**src/rtl/isort_pkg.sv**
```systemverilog
// isort_pkg: sizes, types and queue geometry shared by the integer sorter
// no dependencies; compiled before every other file of the block
package isort_pkg;

    localparam int MAX_ITEMS   = 64;
    localparam int CNT_W       = $clog2(MAX_ITEMS + 1);
    localparam int QUEUE_DEPTH = 4;
    localparam int QPTR_W      = $clog2(QUEUE_DEPTH);
    localparam int QLVL_W      = $clog2(QUEUE_DEPTH + 1);

    typedef logic signed [31:0] t_value;
    typedef logic [CNT_W-1:0]   t_count;

    // one classified item on its way from front to back
    typedef struct packed {
        t_value value;
        logic   is_last;
        logic   keep;
    } t_token;

    // handshake of the token channel between front, queue and back
    typedef struct packed {
        logic   valid;
        t_token token;
    } t_token_chan;

endpackage

```
**src/rtl/isort_queue.sv**
```systemverilog
// isort_queue: short token fifo between front and back
// depends on isort_pkg
module isort_queue (
    input  logic                   i_clk,
    input  logic                   i_rst_n,
    input  isort_pkg::t_token_chan i_push,
    output logic                   o_push_ready,
    output isort_pkg::t_token_chan o_head,
    input  logic                   i_pop_ready
);

    isort_pkg::t_token             r_mem [isort_pkg::QUEUE_DEPTH];
    logic [isort_pkg::QPTR_W-1:0]  r_wr_ptr;
    logic [isort_pkg::QPTR_W-1:0]  r_rd_ptr;
    logic [isort_pkg::QLVL_W-1:0]  r_level;
    logic                          w_push;
    logic                          w_pop;

    assign o_push_ready = (r_level != isort_pkg::QLVL_W'(isort_pkg::QUEUE_DEPTH));
    assign w_push       = i_push.valid && o_push_ready;
    assign o_head.valid = (r_level != '0);
    assign o_head.token = r_mem[r_rd_ptr];
    assign w_pop        = o_head.valid && i_pop_ready;

    always_ff @(posedge i_clk) begin
        if (w_push) begin
            r_mem[r_wr_ptr] <= i_push.token;
        end
    end

    always_ff @(posedge i_clk) begin
        if (!i_rst_n) begin
            r_wr_ptr <= '0;
            r_rd_ptr <= '0;
            r_level  <= '0;
        end else begin
            if (w_push) begin
                r_wr_ptr <= r_wr_ptr + 1'b1;
            end
            if (w_pop) begin
                r_rd_ptr <= r_rd_ptr + 1'b1;
            end
            if (w_push && !w_pop) begin
                r_level <= r_level + 1'b1;
            end else if (w_pop && !w_push) begin
                r_level <= r_level - 1'b1;
            end
        end
    end

endmodule

```
**config.mk**
```make
export PLATFORM = sky130hd
export DESIGN_NAME = isort_queue
export DESIGN_NICKNAME = d
export VERILOG_FILES = /design/src/rtl/isort_pkg.sv /design/src/rtl/isort_queue.sv
export SDC_FILE = /design/constraint.sdc
export NUM_CORES = 1
export LEC_CHECK = 0
export BUFFER_PORTS_ARGS = -buffer_cell sky130_fd_sc_hd__buf_2
export CORE_ASPECT_RATIO = 1.75
export CORE_UTILIZATION = 40
export CTS_BUF_LIST = sky130_fd_sc_hd__clkbuf_16
export DETAILED_ROUTE_END_ITERATION = 16
export PLACE_DENSITY = 0.68
export SLEW_MARGIN = 20
export SYNTH_ARGS = -nofsm -noshare
export SYNTH_HDL_FRONTEND = slang
export SYNTH_SLANG_ARGS = --single-unit
```
**constraint.sdc**
```tcl
create_clock -name i_clk -period 3.05 [get_ports i_clk]
set_input_delay 0.61 -clock i_clk [delete_from_list [all_inputs] [get_ports i_clk]]
set_output_delay 0.61 -clock i_clk [all_outputs]
set_load 0.005 [all_outputs]
```
==> insert_results.sql <==
INSERT INTO impl_metrics (metric_group, metric, value, unit) VALUES
('worst_setup_path', 'launching_point_of_the_worst_reg2reg_path', 'r_level[0]', ''),
('synthesis', 'most_frequent_cell_after_synthesis', 'sky130_fd_sc_hd__edfxtp_1', ''),
('placed_design', 'dp_slack', '0.6232', 'ns'),
('synthesis', 'synth_top_cell_by_area', 'sky130_fd_sc_hd__edfxtp_1', ''),
('worst_setup_path', 'timing.critical_path.fanout_max', '24', ''),
('synthesis', 'post_synth_instance_area', '0.005450', 'mm2'),
('layout', 'layoutNonFillerInstCount', '502', ''),
('synthesis', 'netlist_top_cells_count', 'sky130_fd_sc_hd__edfxtp_1 (136), sky130_fd_sc_hd__mux4_2 (30), sky130_fd_sc_hd__dfxtp_1 (9)', ''),
('routing', 'route.detailed.vias_per_inst', '4.930', ''),
('clock_network', 'htree_num_levels', '4', ''),
('synthesis', 'synthDistinctLibCells', '24', ''),
('placed_design', 'gp_congestion', '0.7051', ''),
('synthesis', 'post_synth_fa_ha_maj_area_fraction', '1.515', '%'),
('synthesis', 'synth.net_count', '270', ''),
('worst_setup_path', 'rrSetupSlack', '0.66', 'ns'),
('placed_design', 'port_buffers', '73', ''),
('routing', 'detailedRoute.firstIterationViolations', '104', ''),
('die', 'floorplan.rows', '56', ''),
('outcome', 'result_of_the_run', 'finished clean', ''),
('timing', 'drv_slew', '0', ''),
('power', 'netSwitchingPower', '1.389', 'mW'),
('worst_setup_path', 'critical_path.endpoint_type', 'primary output', ''),
('worst_setup_path', 'timing.reg2reg.worst_path_depth', '8', ''),
('synthesis', 'muxShareOfSynthArea', '14.88', '%'),
('timing', 'timing.setup.tns', '0', 'ns'),
('synthesis', 'async_sr_flop_fraction', '0', '%'),
('clock_network', 'clk_pin_slew', '0.06', 'ns'),
('clock_network', 'tritoncts', 'yes', ''),
('placed_design', 'post_dp_hpwl', '6.018', 'mm'),
('synthesis', 'synth.avg_cell_area', '24.12', 'um2'),
('power', 'share_clk_of_total_power', '35.6', '%'),
('timing', 'timing.final.crit_share', '85.20', '%'),
('synthesis', 'synthesis.yosys.warnings', '0', ''),
('timing', 'finalWorstSetupSlack', '0.4514', 'ns'),
('global_routing', 'grtUsageTotal', '14.24', '%'),
('worst_setup_path', 'critical_path_required', '2.44', 'ns'),
('power', 'cellPowerDensity', '860.1', 'mW/mm2'),
('synthesis', 'synth_edf_count', '136', ''),
('routing', 'wire_per_inst', '18.32', 'um'),
('power', 'power.total', '5.717', 'mW'),
('die', 'die_width', '90.24', 'um'),
('flow_run', 'timing.max_cap.violations', '0', ''),
('global_routing', 'grt_max_degree', '35', ''),
('clock_network', 'clock-sinks', '145', ''),
('die', 'boundary_pins', '74', ''),
('routing', 'dr_vias', '2475', ''),
('min_path', 'hold_class', 'in -> reg', ''),
('synthesis', 'largest_family_of_logic_cells_by_synthesized_area', 'multiplexers', ''),
('layout', 'post_route_cells_drive_above_1_share', '44.95', '%'),
('power', 'p_leak', '2.260', 'nW'),
('global_routing', 'grt_pass1_vias', '2702', ''),
('clock_network', 'cts_root_buffer', 'sky130_fd_sc_hd__clkbuf_16', ''),
('power', 'p_seq_share', '44.4', '%'),
('worst_setup_path', 'worstPathArrival', '1.99', 'ns'),
('clock_network', 'post_cts_resize_count', '0', ''),
('timing', 'rel_slew_slack', '66.71', '%'),
('synthesis', 'post-synth-top-area-fraction', '74.93', '%'),
('global_routing', 'grt_antenna_before_repair', '2', ''),
('worst_setup_path', 'critical_path.startpoint_type', 'flip-flop', ''),
('synthesis', 'synth-seq-area-share', '78.24', '%'),
('clock_network', 'post-cts-setup-buffers', '0', ''),
('die', 'floorplan.initialDensity', '40.73', '%'),
('placed_design', 'dpl.cell_count', '470', ''),
('layout', 'finish.net_count', '359', ''),
('worst_setup_path', 'critPathCapture', 'o_head[17]', ''),
('global_routing', 'wire_length_of_the_first_global_routing_pass', '14.23', 'mm'),
('timing', 'grt_setup_unrepaired', 'false', ''),
('synthesis', 'synth_compound_area_share', '1.125', '%'),
('synthesis', 'synth_top_cells_by_area', 'sky130_fd_sc_hd__edfxtp_1 (75%), sky130_fd_sc_hd__mux4_2 (12%), sky130_fd_sc_hd__dfxtp_1 (3.3%)', ''),
('die', 'placeableCoreArea', '0.01338', 'mm2'),
('timing', 'achievable-frequency', '0.3848', 'GHz');
power by group through the flow:
stage	sequential, mW	combinational, mW	clock [mW]
finish	2.54	1.14	2.04
global placement	2.57	1.16	0
global route	2.57	1.24	2.15
CTS	2.55	1.18	2.08
floorplan	2.53	0.828	0
detailed placement	2.59	1.18	0
kinds of logic after synthesis:
| family | after synthesis |
|---|---|
| AOI/OAI and AO/OA | 5 |
| xor gates and xnor gates | 4 |
| adders and majority gates | 6 |
| buffers and inverters | 12 |
| DFF | 145 |
| muxes | 37 |
| and+or+nand+nor | 17 |
worst min-delay path by stage:
stage | start | endpoint | slack, ns | depth (start not counted)
after floorplan | r_wr_ptr[1] | r_wr_ptr[1] | 0.47 | 2
after global placement | r_wr_ptr[1] | r_wr_ptr[1] | 0.48 | 2
final | i_push[20] | r_mem[0][20] | 0.41 | 1
after detailed placement | r_wr_ptr[0] | r_wr_ptr[0] | 0.51 | 2
after CTS | i_push[20] | r_mem[0][20] | 0.39 | 1
after global routing | i_push[28] | r_mem[1][28] | 0.39 | 1
metrics by stage:
stage	utilization [%]	area (um2)	hold WS, ns
floorplan	-	5450	0.4677
global placement	45.24	6055	0.4768
detailed placement	45.24	6055	0.5097
CTS	49.64	6644	0.3919
global route	49.66	6646	0.3932
finish	49.66	6646	0.4112
flip-flops by register name, indices dropped and copies added, names as in the netlist, named ones only:
signal    cells
r_wr_ptr      2
r_rd_ptr      2
r_level       3
r_mem       136
routing by layer:
metal / share of wire [%] / vias up / global-route usage [%]
met2: 58 / 62 / 26.14
li1: - / 1120 / -
met4: 1.8 / 2 / 7.143
met5: 0.12 / - / 0
met1: 36 / 1273 / 13.92
met3: 4.3 / 18 / 5.199
final cells by class:
cell class              instances  area (um2)
fillers                      1106        6736
flip-flops and latches        145        4267
multi-input cells              69        1086
repair buffers                 79       473.0
clock buffers                  17       425.4
well taps                     174       217.7
clock inverters                14       163.9
inverters                       3       11.26
diodes                          1       2.502
layout by cell type (no fill, tap or decap):
cell,netlist,routed
sky130_fd_sc_hd__a21boi_0,1,1
sky130_fd_sc_hd__a21boi_2,1,1
sky130_fd_sc_hd__and2_1,8,4
sky130_fd_sc_hd__and2_2,0,4
sky130_fd_sc_hd__buf_12,3,5
sky130_fd_sc_hd__buf_2,3,73
sky130_fd_sc_hd__buf_4,0,1
sky130_fd_sc_hd__bufinv_16,0,3
sky130_fd_sc_hd__clkbuf_16,0,17
sky130_fd_sc_hd__clkinv_1,0,2
sky130_fd_sc_hd__clkinv_2,0,2
sky130_fd_sc_hd__clkinv_4,0,1
sky130_fd_sc_hd__clkinvlp_4,0,4
sky130_fd_sc_hd__dfxtp_1,9,7
sky130_fd_sc_hd__dfxtp_2,0,2
sky130_fd_sc_hd__diode_2,0,1
sky130_fd_sc_hd__edfxtp_1,136,136
sky130_fd_sc_hd__fa_1,1,1
sky130_fd_sc_hd__ha_1,5,5
sky130_fd_sc_hd__inv_1,3,3
sky130_fd_sc_hd__inv_6,0,2
sky130_fd_sc_hd__mux2i_1,3,3
sky130_fd_sc_hd__mux4_1,4,4
sky130_fd_sc_hd__mux4_2,30,30
sky130_fd_sc_hd__nand2_1,5,5
sky130_fd_sc_hd__nor2_1,1,1
sky130_fd_sc_hd__nor2b_1,1,1
sky130_fd_sc_hd__o21ai_0,1,1
sky130_fd_sc_hd__o311ai_2,1,1
sky130_fd_sc_hd__o31ai_4,1,1
sky130_fd_sc_hd__or3_1,2,2
sky130_fd_sc_hd__xnor2_1,3,3
sky130_fd_sc_hd__xor2_1,1,1
worst max-delay path, stage by stage (launching register included):
cell and delay [ns]:
sky130_fd_sc_hd__dfxtp_2 0.59, sky130_fd_sc_hd__buf_12 0.28, sky130_fd_sc_hd__mux4_2 0.55, sky130_fd_sc_hd__buf_2 0.15
Power figures use the tool's default switching activity.
