`src/rtl/isort_pkg.sv`:
```
// isort_pkg: sizes, types and queue geometry shared by the integer sorter
// no dependencies; compiled before every other file of the block
package isort_pkg;

    localparam int MAX_ITEMS   = 64;
    localparam int CNT_W       = $clog2(MAX_ITEMS + 1);
    localparam int QUEUE_DEPTH = 4;
    localparam int QPTR_W      = $clog2(QUEUE_DEPTH);
    localparam int QLVL_W      = $clog2(QUEUE_DEPTH + 1);

    typedef logic signed [31:0] t_value;
    typedef logic [CNT_W-1:0]   t_count;

    // one classified item on its way from front to back
    typedef struct packed {
        t_value value;
        logic   is_last;
        logic   keep;
    } t_token;

    // handshake of the token channel between front, queue and back
    typedef struct packed {
        logic   valid;
        t_token token;
    } t_token_chan;

endpackage

```
`src/rtl/isort_in_if.sv`:
```
// isort_in_if: input channel of the integer sorter (valid, ready, payload)
// depends on isort_pkg
interface isort_in_if;
    logic              valid;
    logic              ready;
    isort_pkg::t_value value;
    logic              is_last;

    modport source (output valid, output value, output is_last, input ready);
    modport sink   (input valid, input value, input is_last, output ready);
endinterface

```
`src/rtl/isort_front.sv`:
```
// isort_front: accepts integers and marks those beyond the block capacity as dropped
// depends on isort_pkg and isort_in_if
module isort_front (
    input  logic                     i_clk,
    input  logic                     i_rst_n,
    isort_in_if.sink                 i_in,
    output isort_pkg::t_token_chan   o_tok,
    input  logic                     i_tok_ready
);

    isort_pkg::t_count r_count;
    isort_pkg::t_count n_count;
    logic              w_xfer;
    logic              w_keep;

    assign w_keep = (r_count < isort_pkg::CNT_W'(isort_pkg::MAX_ITEMS));
    assign w_xfer = i_in.valid && i_tok_ready;

    assign i_in.ready           = i_tok_ready;
    assign o_tok.valid          = i_in.valid;
    assign o_tok.token.value    = i_in.value;
    assign o_tok.token.is_last  = i_in.is_last;
    assign o_tok.token.keep     = w_keep;

    // block count restarts after the transfer that closes a block
    always_comb begin
        n_count = r_count;
        if (w_xfer) begin
            if (i_in.is_last) begin
                n_count = '0;
            end else if (w_keep) begin
                n_count = r_count + 1'b1;
            end
        end
    end

    always_ff @(posedge i_clk) begin
        if (!i_rst_n) begin
            r_count <= '0;
        end else begin
            r_count <= n_count;
        end
    end

endmodule

```
`src/flat_wrapper.sv`:
```
// flat-port wrapper written by rule: the top's interface ports become plain ports
module isort_front_flat 
  (i_clk, i_rst_n, o_tok, i_tok_ready, i_in_valid, i_in_value, i_in_is_last, i_in_ready);
  isort_in_if i_in_i ();
  input  logic i_clk;
  input  logic i_rst_n;
  output isort_pkg::t_token_chan o_tok;
  input  logic i_tok_ready;
  input wire logic [$bits(i_in_i.valid)-1:0] i_in_valid;
  input wire logic [$bits(i_in_i.value)-1:0] i_in_value;
  input wire logic [$bits(i_in_i.is_last)-1:0] i_in_is_last;
  output wire logic [$bits(i_in_i.ready)-1:0] i_in_ready;
  assign i_in_i.valid = i_in_valid;
  assign i_in_i.value = i_in_value;
  assign i_in_i.is_last = i_in_is_last;
  assign i_in_ready = i_in_i.ready;
  isort_front u_core (.i_clk(i_clk), .i_rst_n(i_rst_n), .i_in(i_in_i), .o_tok(o_tok), .i_tok_ready(i_tok_ready));
endmodule
```
`config.mk`:
```
export PLATFORM = sky130hd
export DESIGN_NAME = isort_front_flat
export DESIGN_NICKNAME = d
export VERILOG_FILES = /design/src/rtl/isort_pkg.sv /design/src/rtl/isort_in_if.sv /design/src/rtl/isort_front.sv /design/src/flat_wrapper.sv
export SDC_FILE = /design/constraint.sdc
export NUM_CORES = 1
export LEC_CHECK = 0
export BUFFER_PORTS_ARGS = -buffer_cell sky130_fd_sc_hd__buf_2
export CORE_MARGIN = 4
export CORE_UTILIZATION = 33
export DETAILED_ROUTE_END_ITERATION = 6
export GPL_TIMING_DRIVEN = 0
export MAX_ROUTING_LAYER = met4
export PLACE_DENSITY = 0.79
export SLEW_MARGIN = 20
export SYNTH_ARGS = -nofsm -noshare
export SYNTH_HDL_FRONTEND = slang
export SYNTH_SLANG_ARGS = --single-unit
```
`constraint.sdc`:
```
create_clock -name i_clk -period 1.4 [get_ports i_clk]
set_input_delay 0.42 -clock i_clk [delete_from_list [all_inputs] [get_ports i_clk]]
set_output_delay 0.42 -clock i_clk [all_outputs]
set_load 0.01 [all_outputs]
```
==> flow_summary.toml, run 1 <==
[route]
firstDrtPassIters = 4
drcViolationCount = 0
vias = 660
ant_nets = 0
dr_wl_met3_um = 292
wirelength_mm = 1.705
vias_per_cell = 4.490
wire_per_inst_um = 11.60
met1_length_um = 548
highest_layer = "met4"
met2_length_um = 860
initialDrtViolationCount = 12

[synthesis]
synth_top_area_cell = "buf_4"
ys_warn_count = 0
postSynthCellCount = 79
netlist_area_um2 = 638.1
syn_area_per_cell_um2 = 8.077
yosysSeqAreaShare_pct = 21.96
synth_nets = 117
synth-seq-cells = 7
synth_area_leaders = "buf_4, dfxtp_1, mux2i_1"
yosys.area.top_type_share_pct = 42.35
ys_types = 20

[cts]
ctsResizeCount = 0
cts_hold_buffers = 0
clk_pin_slew_worst_paths_ns = 0.05
root_buffer = "clkbuf_4"
cts_made_buffers = 3
cts_max_path_buffers = 2
insertion_delay_ns = 0.25
cts_tree = "yes"
ctsHtreeMaxLevel = 1
post_cts_buffers = 0
cts.sinks = 7

[timing]
setup_tns_ns = 0
slew_violations = 0
fmax_mhz = 752.3
hold_viol_final = 0
relSlewSlack_pct = 69.77
min_period_over_period_pct = 94.95
period_minus_slack_ns = 1.329
finalSetupViolations = 0
fin_skew_ns = 0.005524
worst_slew_pin_slew_ns = 0.4525

[power]
ir_drop_mv = 0.4258
cellPowerDensity_mw_per_mm2 = 626.0
power.leakage_nw = 0.4493

[layout]
layout.nets = 161
area_growth_pct = 41.76
largest_reg_flops = 7
post-route-util_pct = 50.74
drive_gt1_share_pct = 69.67
antenna_cells = 0
largest-register = "u_core.r_count"
top_regs = "u_core.r_count (7)"

[setup_path]
arrival_ns = 1.51
crit_fanout = 4
cp-startpoint = "u_core.r_count[0]"
rr_startpoint = "u_core.r_count[0]"
end_kind = "flop"
worstPathRequired_ns = 1.58
worstSetupStartpointType = "flop"
crit_type = "flop to flop"

[global_route]
grt_max_degree = 10
antenna_found_initial = 0
grt_overflow_total = 0
grt_usage_pct = 11.78
grt_first_pass_wirelength_mm = 2.373
grt_pass1_vias = 553

[min_path]
min_path_type = "flop to flop"
hold_path_startpoint = "u_core.r_count[5]"

[place]
routabilityCongestion = 0.7207
portBuffers = 39

[status]
outcome = "completed"

[flow_run]
cap_violations = 0

[die]
core_area_mm2 = 0.001783
ioPinCount = 73
die-area_mm2 = 0.002701
die_w_um = 51.98
rows = 15
start_util_pct = 35.79
die_y_um = 51.98
[Yosys cell counts]
library cell  number
nand2_1            3
o21ai_0            3
a21oi_1            1
a21boi_0           1
a21boi_1           1
mux2i_1            3
buf_4             36
nor2b_1            2
nand2_2            1
nand4_1            1
nand3b_1           3
or4b_1             1
buf_1              1
inv_1              3
o31ai_1            1
ha_1               1
nand3_1            5
nor4_1             3
dfxtp_1            7
or4_1              2
[layout make-up]
class / instances / area, um2
Tap cell: 25 / 31.28
Buffer: 37 / 274.0
Clock buffer: 4 / 26.28
Fill cell: 175 / 878.3
Multi-Input combinational cell: 32 / 222.7
Timing Repair Buffer: 39 / 195.2
Sequential cell: 7 / 143.9
Inverter: 3 / 11.26
[cell usage in the layout (no fill, tap or decap)]
cell	synthesis	final
nand2_2	1	1
clkbuf_4	0	3
nand2_1	3	3
clkbuf_1	0	1
or4_1	2	1
a21boi_1	1	1
dfxtp_2	0	3
inv_1	3	3
mux2i_1	3	3
buf_2	0	39
nand3b_1	3	3
o21ai_0	3	3
o31ai_1	1	1
or4b_1	1	1
a21boi_0	1	1
nand4_1	1	1
ha_2	0	1
dfxtp_1	7	4
a21oi_2	0	1
nor2b_1	2	2
nand3_1	5	5
nor4_1	3	3
buf_1	1	1
buf_4	36	36
or4_4	0	1
[kinds of logic (layout without fill, tap and decap cells)]
| group | after synthesis | after routing | share of synthesized area (%) |
|---|---|---|---|
| AOI/OAI and AO/OA | 7 | 7 | 6.667 |
| and+or+nand+nor | 21 | 21 | 20.00 |
| adders and majority gates | 1 | 1 | 1.960 |
| buffers and inverters | 40 | 83 | 44.71 |
| DFF | 7 | 7 | 21.96 |
| muxes | 3 | 3 | 4.706 |
[metal layers]
| layer | global-route usage (%) | vias up |
|---|---|---|
| met3 | 5.158 | 2 |
| met5 | - | - |
| li1 | - | 318 |
| met2 | 20.92 | 50 |
| met4 | 3.930 | 0 |
| met1 | 11.32 | 290 |
[stage by stage]
stage,hold slack (ns),instance area [um2],cells,setup WS (ns),power (mW)
final,0.4910,904.6,147,0.07069,0.5663
after global routing,0.5053,904.6,147,-0.0009187,0.6014
after CTS,0.4911,890.9,147,0.04016,0.5746
after detailed placement,0.4842,864.6,143,0.04914,0.3863
after global placement,0.4653,864.6,143,0.07624,0.3825
after floorplan,0.4545,638.1,79,0.1729,0.3244
[power by group]
group          switching (mW)  internal [mW]
combinational          0.0743          0.105
sequential            0.00160          0.201
clock                  0.0754          0.109
[path summary, 6_finish.rpt]
path	cells after the start	end	slack (ns)
min	2	u_core.r_count[5]	0.49
max reg2reg	4	u_core.r_count[2]	0.07
min reg2reg	2	u_core.r_count[5]	0.49
max	4	u_core.r_count[2]	0.07
[critical path: stages, from the launching register on]
cell and delay (ns):
dfxtp_2 0.35, ha_2 0.19, inv_1 0.07, or4_4 0.51, a21oi_2 0.14
No activity file was read; power rests on OpenSTA's default activity.
==> run 2, diff against run 1 <==
--- a/config.mk
+++ b/config.mk
@@ -12,6 +12,8 @@
 export GPL_TIMING_DRIVEN = 0
 export MAX_ROUTING_LAYER = met4
 export PLACE_DENSITY = 0.79
+export REMOVE_ABC_BUFFERS = 1
+export SKIP_CTS_REPAIR_TIMING = 1
 export SLEW_MARGIN = 20
 export SYNTH_ARGS = -nofsm -noshare
 export SYNTH_HDL_FRONTEND = slang
==> flow_summary.toml, run 2 (synthesis results as in run 1) <==
[status]
outcome = "completed"

[layout]
post-route-util_pct = 26.39
area_growth_pct = -26.27
drive_gt1_share_pct = 25.93
largest_reg_flops = 7
layout_common_cells = "buf_2, dfxtp_1, nand3_1"
seqCellArea_um2 = 140.1
postLayoutCellArea_um2 = 470.5
multi_input_area_um2 = 221.5
final_common_cell = "buf_2"
n_fill_cell = 193
final_cell_count_no_fill = 79
layout.nets = 93
top_regs = "u_core.r_count (7)"
antenna_cells = 0
largest-register = "u_core.r_count"

[cts]
cts_max_path_buffers = 2
root_buffer = "clkbuf_4"
clk_pin_slew_worst_paths_ns = 0.05
insertion_delay_ns = 0.26
ctsHtreeMaxLevel = 1
cts.sinks = 7
cts_tree = "yes"
cts_made_buffers = 3

[die]
die_w_um = 51.98
core_area_mm2 = 0.001783
start_util_pct = 35.79
rows = 15
die_y_um = 51.98
ioPinCount = 73
die-area_mm2 = 0.002701

[route]
drcViolationCount = 0
wire_per_inst_um = 25.80
vias = 418
vias_per_cell = 5.291
ant_nets = 0
initialDrtViolationCount = 5
firstDrtPassIters = 3
wirelength_mm = 2.038

[place]
routabilityCongestion = 0.7560
dp_hpwl_mm = 1.767
placedCellCount = 75
postPlaceCellArea_um2 = 435.4
place_ws_ns = 0.03445
portBuffers = 8

[setup_path]
rr_startpoint = "u_core.r_count[0]"
crit_fanout = 4
worstSetupStartpointType = "flop"
worstPathRequired_ns = 1.59
cpMaxStageDelayCell = "or4_1"
r2r_slack_ns = 0.04
crit_chain = "ha_2 > inv_1 > or4_1 > a21oi_1"
crit_type = "flop to flop"
cp_slowest_stage_delay_ns = 0.49
r2r-end = "u_core.r_count[2]"
arrival_ns = 1.54
reg2reg_depth = 4
end_kind = "flop"

[power]
ir_drop_mv = 0.4127
power.share.sequential_pct = 47.8
p_switching_mw = 0.1013
cellPowerDensity_mw_per_mm2 = 902.5
pwr-share-clk_pct = 44.0
pwr-share-comb_pct = 8.2
switching_share_pct = 23.86
power.internal_mw = 0.3233
power.leakage_nw = 0.1508
power.total_mw = 0.4246

[timing]
finalWorstSetupSlack_ns = 0.04291
fin_hold_ws_ns = 0.4871
worst_slew_pin_slew_ns = 0.4691
min_period_over_period_pct = 96.93
finalSetupViolations = 0
slew_violations = 0
fmax_mhz = 736.9
relSlewSlack_pct = 68.66
setup_tns_ns = 0
period_minus_slack_ns = 1.357
hold_viol_final = 0
fin_skew_ns = 0.003646
rsz0062_at_grt = "false"

[flow_run]
cap_violations = 0

[global_route]
grt_usage_pct = 16.16
grt_first_pass_wirelength_mm = 2.684
grt_pass1_vias = 402
grt_overflow_total = 0
antenna_found_initial = 0
grt_max_degree = 10

[min_path]
min_path_type = "flop to flop"
hold_path_startpoint = "u_core.r_count[4]"
hold_end = "u_core.r_count[4]"
min_path_cells = 2
## run 2: final cells by class
class	instances	area share, %
Multi-Input combinational cell	32	47.07
Sequential cell	7	29.79
Timing Repair Buffer	8	8.511
Tap cell	25	6.649
Clock buffer	4	5.585
Inverter	3	2.394
## run 2: power by group through the flow
stage	Sequential, mW	Combinational (mW)	Clock, mW
2_1_floorplan	0.206	0.0124	0
3_3_place_gp	0.207	0.0329	0
3_5_place_dp	0.207	0.0343	0
4_1_cts	0.203	0.0344	0.196
5_1_grt	0.202	0.0390	0.210
6_report	0.203	0.0349	0.187
## run 2: worst max-delay path by stage
stage	start	endpoint	slack (ns)	depth (start not counted)
6_report	u_core.r_count[0]	u_core.r_count[2]	0.04	4
5_1_grt	u_core.r_count[0]	u_core.r_count[2]	0.004	4
4_1_cts	u_core.r_count[0]	u_core.r_count[2]	0.06	4
3_5_place_dp	i_in_valid	u_core.r_count[1]	0.03	4
3_3_place_gp	i_in_valid	u_core.r_count[1]	0.06	4
2_1_floorplan	u_core.r_count[0]	u_core.r_count[2]	0.17	4
## run 2: routing by layer
layer  track usage (%)  vias up  routed length, um
met4             3.930        0                  8
met2             13.81       41                628
met1             17.82      193                760
met3             24.64        2                640
met5                 -        -                  0
li1                  -      182                  -
## run 2: critical path: cells and delay by family, from the launching register on
family	cells	cell delay (ns)
flip-flops	1	0.38
AO/OA/AOI/OAI	1	0.14
AND/OR/NAND/NOR	1	0.49
adder cells (fa/ha/maj)	1	0.20
buffers and inverters	1	0.07
